File: src/rtl/core/ips_patch_stream_parser_core_macros.svh
// ----------------------------------------------------------------------------
// IPS patch stream parser assertion macros
// Concurrent check wrappers, compiled out when ASSERT_OFF is defined.
// ----------------------------------------------------------------------------
`ifndef IPS_PATCH_STREAM_PARSER_CORE_MACROS_SVH
`define IPS_PATCH_STREAM_PARSER_CORE_MACROS_SVH

`ifndef ASSERT_OFF
// Same-cycle implication, sampled on the rising clock edge
`define IPSP_ASSERT_NOW(lbl, clk, rstn, ante, cons, msg) \
  lbl: assert property (@(posedge clk) disable iff (!rstn) (ante) |-> (cons)) \
    else $error(msg);
// Next-cycle implication, sampled on the rising clock edge
`define IPSP_ASSERT_NEXT(lbl, clk, rstn, ante, cons, msg) \
  lbl: assert property (@(posedge clk) disable iff (!rstn) (ante) |=> (cons)) \
    else $error(msg);
`else
`define IPSP_ASSERT_NOW(lbl, clk, rstn, ante, cons, msg)
`define IPSP_ASSERT_NEXT(lbl, clk, rstn, ante, cons, msg)
`endif

`endif

File: src/rtl/core/ipsp_pkg.sv
// ----------------------------------------------------------------------------
// IPS patch stream parser package
// Phase codes, status codes, header signature and shared structs.
// ----------------------------------------------------------------------------
package ipsp_pkg;

  localparam int ADDRESS_BITS_DEF = 24;
  localparam int SIZE_W           = 25;
  localparam int PADDR_W          = 3;

  localparam logic [SIZE_W-1:0] IMAGE_SIZE_RST = 25'h100_0000;
  localparam logic [23:0]       END_MARK       = 24'h454F46;
  localparam logic [2:0]        HDR_LAST_IDX   = 3'd4;

  // Parser phases
  localparam logic [2:0] PH_HEADER   = 3'd0;
  localparam logic [2:0] PH_OFFSET   = 3'd1;
  localparam logic [2:0] PH_LENGTH   = 3'd2;
  localparam logic [2:0] PH_LITERAL  = 3'd3;
  localparam logic [2:0] PH_RUNCOUNT = 3'd4;
  localparam logic [2:0] PH_RUNVALUE = 3'd5;
  localparam logic [2:0] PH_DONE     = 3'd6;

  // Outcome codes
  localparam logic [1:0] ST_OK    = 2'd0;
  localparam logic [1:0] ST_BAD   = 2'd1;
  localparam logic [1:0] ST_TRUNC = 2'd2;

  // Register index
  localparam logic REG_IMAGE_SIZE = 1'b0;

  typedef struct packed {
    logic       fire;
    logic [7:0] data;
    logic       last;
  } ipsp_step_t;

  typedef struct packed {
    logic        valid;
    logic        write_valid;
    logic [23:0] address;
    logic [7:0]  value;
    logic [15:0] count;
    logic        finished;
    logic [1:0]  status;
  } ipsp_result_t;

  // "PATCH"
  function automatic logic [7:0] hdr_byte(input logic [2:0] k);
    logic [7:0] c;
    case (k)
      3'd0:    c = 8'h50;
      3'd1:    c = 8'h41;
      3'd2:    c = 8'h54;
      3'd3:    c = 8'h43;
      default: c = 8'h48;
    endcase
    return c;
  endfunction

endpackage

File: src/rtl/core/ipsp_cfg.sv
// ----------------------------------------------------------------------------
// IPS patch parser configuration register
// APB-style port holding the image size register.
// ----------------------------------------------------------------------------
module ipsp_cfg
  import ipsp_pkg::*;
(
  input  logic               clk,
  input  logic               rst_n,
  input  logic               psel,
  input  logic               penable,
  input  logic               pwrite,
  input  logic [PADDR_W-1:0] paddr,
  input  logic [31:0]        pwdata,
  output logic [31:0]        prdata,
  output logic               pready,
  output logic [SIZE_W-1:0]  image_size
);

  logic [SIZE_W-1:0] size_r;
  logic [SIZE_W-1:0] size_nxt;
  logic              wr_en;

  assign pready = 1'b1;
  assign wr_en  = psel && penable && pwrite && (paddr[2] == REG_IMAGE_SIZE);

  always_comb begin
    size_nxt = size_r;
    if (wr_en) begin
      size_nxt = pwdata[SIZE_W-1:0];
    end
  end

  always_ff @(posedge clk) begin
    if (!rst_n) begin
      size_r <= IMAGE_SIZE_RST;
    end else begin
      size_r <= size_nxt;
    end
  end

  always_comb begin
    prdata = 32'd0;
    if (paddr[2] == REG_IMAGE_SIZE) begin
      prdata = {{(32-SIZE_W){1'b0}}, size_r};
    end
  end

  assign image_size = size_r;

endmodule

File: src/rtl/core/ipsp_fsm.sv
// ----------------------------------------------------------------------------
// IPS patch parser state machine
// Parser state registers and the one-byte step that forms each result.
// ----------------------------------------------------------------------------
`include "ips_patch_stream_parser_core_macros.svh"

module ipsp_fsm
  import ipsp_pkg::*;
#(
  parameter int ADDRESS_BITS = ADDRESS_BITS_DEF
) (
  input  logic              clk,
  input  logic              rst_n,
  input  logic [SIZE_W-1:0] image_size,
  input  ipsp_step_t        step,
  output ipsp_result_t      res
);

  localparam logic [SIZE_W-1:0] CAP = SIZE_W'(1) << ADDRESS_BITS;

  logic [2:0]  phase_r, phase_nxt;
  logic [2:0]  cnt_r, cnt_nxt;
  logic [23:0] offs_r, offs_nxt;
  logic [15:0] len_r, len_nxt;
  logic        latched_r, latched_nxt;
  logic        past_end_r, past_end_nxt;

  logic [SIZE_W-1:0] lim;
  logic [SIZE_W-1:0] room;
  logic [23:0]       offs_shift;
  logic [15:0]       len_shift;
  logic [15:0]       len_dec;
  logic [2:0]        cnt_inc;
  logic              in_range;

  assign lim        = (image_size < CAP) ? image_size : CAP;
  assign offs_shift = {offs_r[15:0], step.data};
  assign len_shift  = {len_r[7:0], step.data};
  assign len_dec    = len_r - 16'd1;
  assign cnt_inc    = cnt_r + 3'd1;
  assign in_range   = !past_end_r && ({1'b0, offs_r} < lim);
  assign room       = lim - {1'b0, offs_r};

  always_comb begin
    phase_nxt    = phase_r;
    cnt_nxt      = cnt_r;
    offs_nxt     = offs_r;
    len_nxt      = len_r;
    latched_nxt  = latched_r;
    past_end_nxt = past_end_r;
    res          = '0;

    if (step.fire) begin
      case (phase_r)
        PH_HEADER: begin
          if (step.data != hdr_byte(cnt_r)) begin
            res.finished = 1'b1;
            res.status   = ST_BAD;
          end else if (cnt_r == HDR_LAST_IDX) begin
            phase_nxt = PH_OFFSET;
            cnt_nxt   = 3'd0;
            offs_nxt  = 24'd0;
            if (step.last) begin
              res.finished = 1'b1;
              res.status   = ST_TRUNC;
            end
          end else begin
            cnt_nxt = cnt_inc;
            // short header counts as a bad header
            if (step.last) begin
              res.finished = 1'b1;
              res.status   = ST_BAD;
            end
          end
        end
        PH_OFFSET: begin
          offs_nxt = offs_shift;
          cnt_nxt  = cnt_inc;
          if (cnt_inc >= 3'd3) begin
            cnt_nxt = 3'd0;
            if (offs_shift == END_MARK) begin
              res.finished = 1'b1;
              res.status   = ST_OK;
            end else begin
              phase_nxt    = PH_LENGTH;
              len_nxt      = 16'd0;
              past_end_nxt = 1'b0;
            end
          end
          if (!res.finished && step.last) begin
            res.finished = 1'b1;
            res.status   = ST_TRUNC;
          end
        end
        PH_LENGTH, PH_RUNCOUNT: begin
          len_nxt = len_shift;
          cnt_nxt = cnt_inc;
          if (cnt_inc >= 3'd2) begin
            cnt_nxt = 3'd0;
            if (phase_r == PH_RUNCOUNT) begin
              phase_nxt = PH_RUNVALUE;
            end else if (len_shift != 16'd0) begin
              phase_nxt = PH_LITERAL;
            end else begin
              // zero length: run record follows
              phase_nxt = PH_RUNCOUNT;
              len_nxt   = 16'd0;
            end
          end
          if (step.last) begin
            res.finished = 1'b1;
            res.status   = ST_TRUNC;
          end
        end
        PH_LITERAL: begin
          if (in_range) begin
            res.write_valid = 1'b1;
            res.address     = offs_r;
            res.value       = step.data;
            res.count       = 16'd1;
            if (offs_r == 24'hFF_FFFF) begin
              past_end_nxt = 1'b1;
            end else begin
              offs_nxt = offs_r + 24'd1;
            end
          end
          len_nxt = len_dec;
          if (len_dec == 16'd0) begin
            phase_nxt = PH_OFFSET;
            cnt_nxt   = 3'd0;
            offs_nxt  = 24'd0;
          end
          if (step.last) begin
            res.finished = 1'b1;
            res.status   = ST_TRUNC;
          end
        end
        PH_RUNVALUE: begin
          if ((len_r != 16'd0) && in_range) begin
            res.write_valid = 1'b1;
            res.address     = offs_r;
            res.value       = step.data;
            // clip the run at the image end
            res.count       = ({{(SIZE_W-16){1'b0}}, len_r} < room) ? len_r : room[15:0];
          end
          phase_nxt = PH_OFFSET;
          cnt_nxt   = 3'd0;
          offs_nxt  = 24'd0;
          if (step.last) begin
            res.finished = 1'b1;
            res.status   = ST_TRUNC;
          end
        end
        default: begin
          // outcome latched: drop bytes until the final one rearms
          if (step.last) begin
            phase_nxt   = PH_HEADER;
            cnt_nxt     = 3'd0;
            latched_nxt = 1'b0;
          end
        end
      endcase

      if (res.finished) begin
        cnt_nxt = 3'd0;
        if (step.last) begin
          phase_nxt   = PH_HEADER;
          latched_nxt = 1'b0;
        end else begin
          phase_nxt   = PH_DONE;
          latched_nxt = 1'b1;
        end
      end
      res.valid = res.write_valid || res.finished;
    end
  end

  always_ff @(posedge clk) begin
    if (!rst_n) begin
      phase_r    <= PH_HEADER;
      cnt_r      <= 3'd0;
      offs_r     <= 24'd0;
      len_r      <= 16'd0;
      latched_r  <= 1'b0;
      past_end_r <= 1'b0;
    end else begin
      phase_r    <= phase_nxt;
      cnt_r      <= cnt_nxt;
      offs_r     <= offs_nxt;
      len_r      <= len_nxt;
      latched_r  <= latched_nxt;
      past_end_r <= past_end_nxt;
    end
  end

  `IPSP_ASSERT_NOW(a_hdr_cnt, clk, rst_n, phase_r == PH_HEADER, cnt_r <= HDR_LAST_IDX, "header count out of range")
  `IPSP_ASSERT_NOW(a_latch_phase, clk, rst_n, 1'b1, latched_r == (phase_r == PH_DONE), "latched flag disagrees with phase")
  `IPSP_ASSERT_NOW(a_done_quiet, clk, rst_n, step.fire && (phase_r == PH_DONE), !res.valid, "result while outcome latched")
  `IPSP_ASSERT_NEXT(a_fin_latch, clk, rst_n, step.fire && res.finished && !step.last, phase_r == PH_DONE, "outcome not latched")
  `IPSP_ASSERT_NOW(a_status_zero, clk, rst_n, !res.finished, res.status == ST_OK, "status set without finish")

endmodule

File: src/rtl/core/ips_patch_stream_parser_core.sv
// ----------------------------------------------------------------------------
// IPS patch stream parser core
// Path: an accepted byte is held in the input register, and its result is
// registered in the result register, from which it transfers on out_ready.
// Throughput: one byte per cycle when the output is not stalled; the parser
// step is a single pass between the input register and the result register.
// Reset: synchronous, active low; parser returns to the header phase and the
// image size register to 2^24.
// ----------------------------------------------------------------------------
module ips_patch_stream_parser_core
  import ipsp_pkg::*;
#(
  parameter int ADDRESS_BITS = ADDRESS_BITS_DEF
) (
  input  logic               clk,
  input  logic               rst_n,
  input  logic               psel,
  input  logic               penable,
  input  logic               pwrite,
  input  logic [PADDR_W-1:0] paddr,
  input  logic [31:0]        pwdata,
  output logic [31:0]        prdata,
  output logic               pready,
  input  logic               in_valid,
  output logic               in_ready,
  input  logic [7:0]         in_patch_byte,
  input  logic               in_last_byte,
  output logic               out_valid,
  input  logic               out_ready,
  output logic               out_write_valid,
  output logic [23:0]        out_write_address,
  output logic [7:0]         out_write_value,
  output logic [15:0]        out_write_count,
  output logic               out_finished,
  output logic [1:0]         out_status
);

  logic [SIZE_W-1:0] image_size;
  ipsp_step_t        step;
  ipsp_result_t      res;

  logic        in_vld_r, in_vld_nxt;
  logic [7:0]  byte_r;
  logic        last_r;
  logic        out_vld_r, out_vld_nxt;
  logic        fire;
  ipsp_result_t out_r;

  ipsp_cfg u_cfg (
    .clk        (clk),
    .rst_n      (rst_n),
    .psel       (psel),
    .penable    (penable),
    .pwrite     (pwrite),
    .paddr      (paddr),
    .pwdata     (pwdata),
    .prdata     (prdata),
    .pready     (pready),
    .image_size (image_size)
  );

  // advance the held byte when the result register is free or is being read out
  assign fire     = in_vld_r && (!out_vld_r || out_ready);
  assign in_ready = !in_vld_r || fire;

  assign step.fire = fire;
  assign step.data = byte_r;
  assign step.last = last_r;

  ipsp_fsm #(
    .ADDRESS_BITS (ADDRESS_BITS)
  ) u_fsm (
    .clk        (clk),
    .rst_n      (rst_n),
    .image_size (image_size),
    .step       (step),
    .res        (res)
  );

  always_comb begin
    in_vld_nxt = in_vld_r;
    if (in_valid && in_ready) begin
      in_vld_nxt = 1'b1;
    end else if (fire) begin
      in_vld_nxt = 1'b0;
    end
  end

  always_comb begin
    out_vld_nxt = out_vld_r;
    if (fire) begin
      out_vld_nxt = res.valid;
    end else if (out_ready) begin
      out_vld_nxt = 1'b0;
    end
  end

  always_ff @(posedge clk) begin
    if (!rst_n) begin
      in_vld_r  <= 1'b0;
      out_vld_r <= 1'b0;
    end else begin
      in_vld_r  <= in_vld_nxt;
      out_vld_r <= out_vld_nxt;
    end
  end

  // payload registers: hold until the next transfer
  always_ff @(posedge clk) begin
    if (in_valid && in_ready) begin
      byte_r <= in_patch_byte;
      last_r <= in_last_byte;
    end
    if (fire) begin
      out_r <= res;
    end
  end

  assign out_valid         = out_vld_r;
  assign out_write_valid   = out_r.write_valid;
  assign out_write_address = out_r.address;
  assign out_write_value   = out_r.value;
  assign out_write_count   = out_r.count;
  assign out_finished      = out_r.finished;
  assign out_status        = out_r.status;

endmodule
File: config.mk
export PLATFORM = sky130hd
export DESIGN_NAME = ips_patch_stream_parser_core
export DESIGN_NICKNAME = d
export VERILOG_FILES = /design/src/rtl/core/ipsp_pkg.sv /design/src/rtl/core/ipsp_cfg.sv /design/src/rtl/core/ipsp_fsm.sv /design/src/rtl/core/ips_patch_stream_parser_core.sv
export VERILOG_INCLUDE_DIRS = /design/src /design/src/rtl/core
export SDC_FILE = /design/constraint.sdc
export NUM_CORES = 1
export LEC_CHECK = 0
export BUFFER_PORTS_ARGS = -buffer_cell sky130_fd_sc_hd__buf_2
export CORE_UTILIZATION = 50
export DETAILED_ROUTE_END_ITERATION = 12
export GPL_TIMING_DRIVEN = 1
export PLACE_DENSITY = 0.72
export RECOVER_POWER = 50
export REMOVE_ABC_BUFFERS = 1
export SKIP_CTS_REPAIR_TIMING = 1
export SLEW_MARGIN = 20
export SYNTH_ARGS = -nofsm -noshare
export SYNTH_HDL_FRONTEND = slang
export SYNTH_SLANG_ARGS = --single-unit
File: constraint.sdc
create_clock -name clk -period 6.8 [get_ports clk]
set_input_delay 1.36 -clock clk [delete_from_list [all_inputs] [get_ports clk]]
set_output_delay 1.36 -clock clk [all_outputs]
set_load 0.02 [all_outputs]
==> results.py <==
metrics = {
    "floorplan": {
        "die_h_um": 136.3,
        "initial_core_util": 0.5158,
        "ioPinCount": 138,
        "die_x_um": 136.3,
        "fp.coreArea_mm2": 0.01748,
        "rows": 48,
        "die-area_mm2": 0.01857,
    },
    "routing": {
        "drt_iter0_drc": 844,
        "routed_wl_um": 26430,
        "drc": 0,
        "dr.pass1.iters": 5,
        "drtAntennaViolNets": 0,
        "viasPerCell": 6.040,
        "wl_per_cell_um": 18.98,
        "vias": 8407,
    },
    "finish": {
        "mostFrequentLayoutCells": "113 x nand2_1, 90 x nor2_1, 85 x a21oi_1, 74 x dfxtp_1, 71 x nor2b_1",
        "final_net_count": 1254,
        "synthToLayoutAreaGrowth_pct": 13.30,
        "diodes": 0,
        "final_cells": 1392,
        "fillCellCount": 1660,
        "drive_gt1_frac": 0.1071,
        "layout.cells.most_common": "nand2_1",
    },
    "sta": {
        "worstMarginPinSlew_ns": 2.720,
        "finalCritPeriodShare": 0.7398,
        "skew_ns": 0.01177,
        "fin_setup_tns_ns": 0,
        "fmax_mhz": 198.8,
        "slew_headroom": -0.8133,
        "rsz0062_at_grt": "false",
        "setup_slack_ns": 1.769,
        "fin_crit_ns": 5.031,
        "drv_slew": 101,
        "hold_viol": 0,
        "setup-violations-final": 0,
    },
    "yosys": {
        "ys_warn_count": 0,
        "postSynthAreaPerCell_um2": 8.495,
        "synth-seq-cells": 135,
        "syn_inst": 1061,
        "ys_types": 89,
        "synth_edf_count": 61,
        "yosysSeqAreaShare": 0.3676,
        "synth_area_mm2": 0.009014,
        "synth_async_sr_flop_share": 0,
        "synthFlopType": "dfxtp_1",
    },
    "setup_path": {
        "startpoint_type": "register",
        "crit_type": "reg -> reg",
        "arrival_ns": 5.18,
        "crit_fanout": 16,
        "cp-end-kind": "register",
        "critPathRequiredTime_ns": 6.95,
    },
    "cts": {
        "cts.clk_slew.worst_paths_ns": 0.06,
        "clockRootBuffer": "clkbuf_16",
        "cts_tree": "done",
        "cts_buffers": 17,
        "cts.sinks": 135,
        "clkLatencyLatePin_ns": 0.44,
        "clockBufferDepth": 2,
        "ctsHtreeMaxLevel": 4,
    },
    "global_route": {
        "grt_max_degree": 53,
        "gr-usage-met1": 0.3947,
        "top_usage_layer": "met2",
        "antenna_found_initial": 0,
        "grt_usage": 0.2873,
        "grt_overflow": 0,
        "grt_use_met2": 0.4408,
        "grt_first_pass_wirelength_um": 40700,
        "grt_pass1_vias": 7608,
        "use_met3": 0.05630,
    },
    "pwr": {
        "p_leak_nw": 3.922,
        "cellPowerDensity_mw_per_mm2": 199.1,
        "peakVddDrop_mv": 0.1786,
        "finalPower_w": 0.002033,
    },
    "place": {
        "gp_congestion": 0.9755,
        "hpwl_um": 18930,
        "port_buffers": 120,
        "dp_slack_ns": 1.842,
        "dp_cells": 1360,
    },
    "outcome": {
        "violations": "max-capacitance violations, max-slew violations",
        "status": "complete, but fails checks",
    },
    "flow_run": {
        "maxCapViolCount": 2,
    },
    "min_path": {
        "min_path_type": "reg -> reg",
    },
}
-- cell type report --
class                      instances  area [µm²]  area share
clock inverter                     9       85.08    0.008331
timing repair buffer             132       618.1     0.06052
inverter                          60       226.5     0.02218
tap                              225       281.5     0.02757
sequential                       135        3313      0.3244
clock buffer                      23       490.5     0.04803
multi-input combinational        808        5197      0.5089
-- critical path, stage by stage (launching register included) --
cell      delay, ns
dfxtp_1        0.52
nand2b_1       0.16
ha_1           0.15
inv_1          0.06
fa_1           0.41
a211oi_1       0.31
o21ai_1        0.15
nand2_1        0.24
o21ai_0        0.18
a21o_1         0.22
a21oi_1        0.17
xor2_1         0.31
ha_1           0.20
nand2_1        0.05
o21ai_0        0.20
nor2_1         0.08
or4_1          0.52
nor4_4         0.15
buf_4          0.32
mux2i_1        0.22
o21ai_1        0.12
-- Yosys cell counts (4+ instances only) --
cell / number / area, µm²
o22ai_1: 6 / 37.54
buf_4: 9 / 67.56
o211a_1: 12 / 120.1
o31ai_1: 5 / 37.54
nor4_1: 10 / 62.56
ha_1: 48 / 600.6
o21bai_1: 4 / 30.03
a211oi_1: 13 / 97.59
xor2_1: 8 / 70.07
a22oi_1: 9 / 67.56
and2_1: 13 / 81.33
mux2i_1: 21 / 210.2
or4_1: 5 / 37.54
nor2b_1: 71 / 444.2
o211ai_1: 13 / 97.59
a21o_1: 5 / 37.54
nand3_1: 25 / 125.1
clkbuf_1: 40 / 150.1
o221ai_1: 7 / 61.31
nand2b_1: 9 / 56.30
o21a_1: 10 / 75.07
o21ai_0: 31 / 155.2
a31oi_1: 6 / 37.54
a211o_1: 5 / 43.79
nor3b_1: 4 / 30.03
a32oi_1: 5 / 43.79
o21ai_1: 15 / 75.07
nor2_1: 90 / 337.8
nand2_1: 113 / 424.2
a21oi_1: 85 / 425.4
dfxtp_1: 74 / 1481
nor3_1: 28 / 140.1
edfxtp_1: 61 / 1832
xnor2_1: 25 / 219.0
buf_1: 4 / 15.01
or3_1: 11 / 68.82
nand4b_1: 5 / 43.79
a221oi_1: 5 / 43.79
nand4_1: 15 / 93.84
inv_1: 59 / 221.5
buf_2: 9 / 45.04
-- logic make-up (layout without fill, tap and decap cells) --
kind of cell,Yosys count,after routing,share of synthesized area
simple gates,419,419,0.2360
compound gates,276,276,0.2106
flops,135,135,0.3676
buf+inv,124,224,0.05830
fa+ha+maj,49,49,0.06885
xor+xnor,33,33,0.03207
mux,23,23,0.02582
other cells,2,8,0.0008332
-- final timing paths --
| path | from | to | slack [ns] | depth (start not counted) |
|---|---|---|---|---|
| worst min-delay path | u_cfg.image_size[15] | u_cfg.image_size[15] | 0.46 | 2 |
| worst max-delay path | u_cfg.image_size[24] | out_write_count[0] | 1.77 | 20 |
| worst min register to register | u_cfg.image_size[15] | u_cfg.image_size[15] | 0.46 | 2 |
| worst max register to register | u_cfg.image_size[24] | out_write_count[0] | 1.77 | 20 |
-- per-layer routing --
| metal | vias to the layer above | share of wire |
|---|---|---|
| li1 | 4011 | - |
| met2 | 393 | 0.45 |
| met1 | 3947 | 0.44 |
| met4 | 0 | 0.026 |
| met3 | 56 | 0.081 |
| met5 | - | 0 |
-- flip-flops by register name (all words and copies together) (netlist names) --
signal	cells
out_write_address	24
u_fsm.offs_r	24
in_vld_r	1
byte_r	8
out_valid	1
out_write_count	16
u_cfg.image_size	25
out_finished	1
out_status	2
u_fsm.cnt_r	3
out_write_value	8
last_r	1
out_write_valid	1
u_fsm.len_r	16
u_fsm.past_end_r	1
u_fsm.phase_r	3
-- through the flow --
stage,utilization,hold slack [ns],instance area (µm²)
2_1_floorplan,-,0.4402,8736
5_1_grt,0.5843,0.4900,10210
3_3_place_gp,0.5555,0.4502,9708
6_report,0.5843,0.4629,10210
4_1_cts,0.5884,0.4659,10280
3_5_place_dp,0.5555,0.4571,9708
-- power by group --
part	switching [W]	internal, W
clock network	0.000372	0.000549
logic	0.000142	0.0000767
registers	0.0000235	0.000871
total	0.000537	0.00150
No activity file was read; power rests on OpenSTA's default activity.
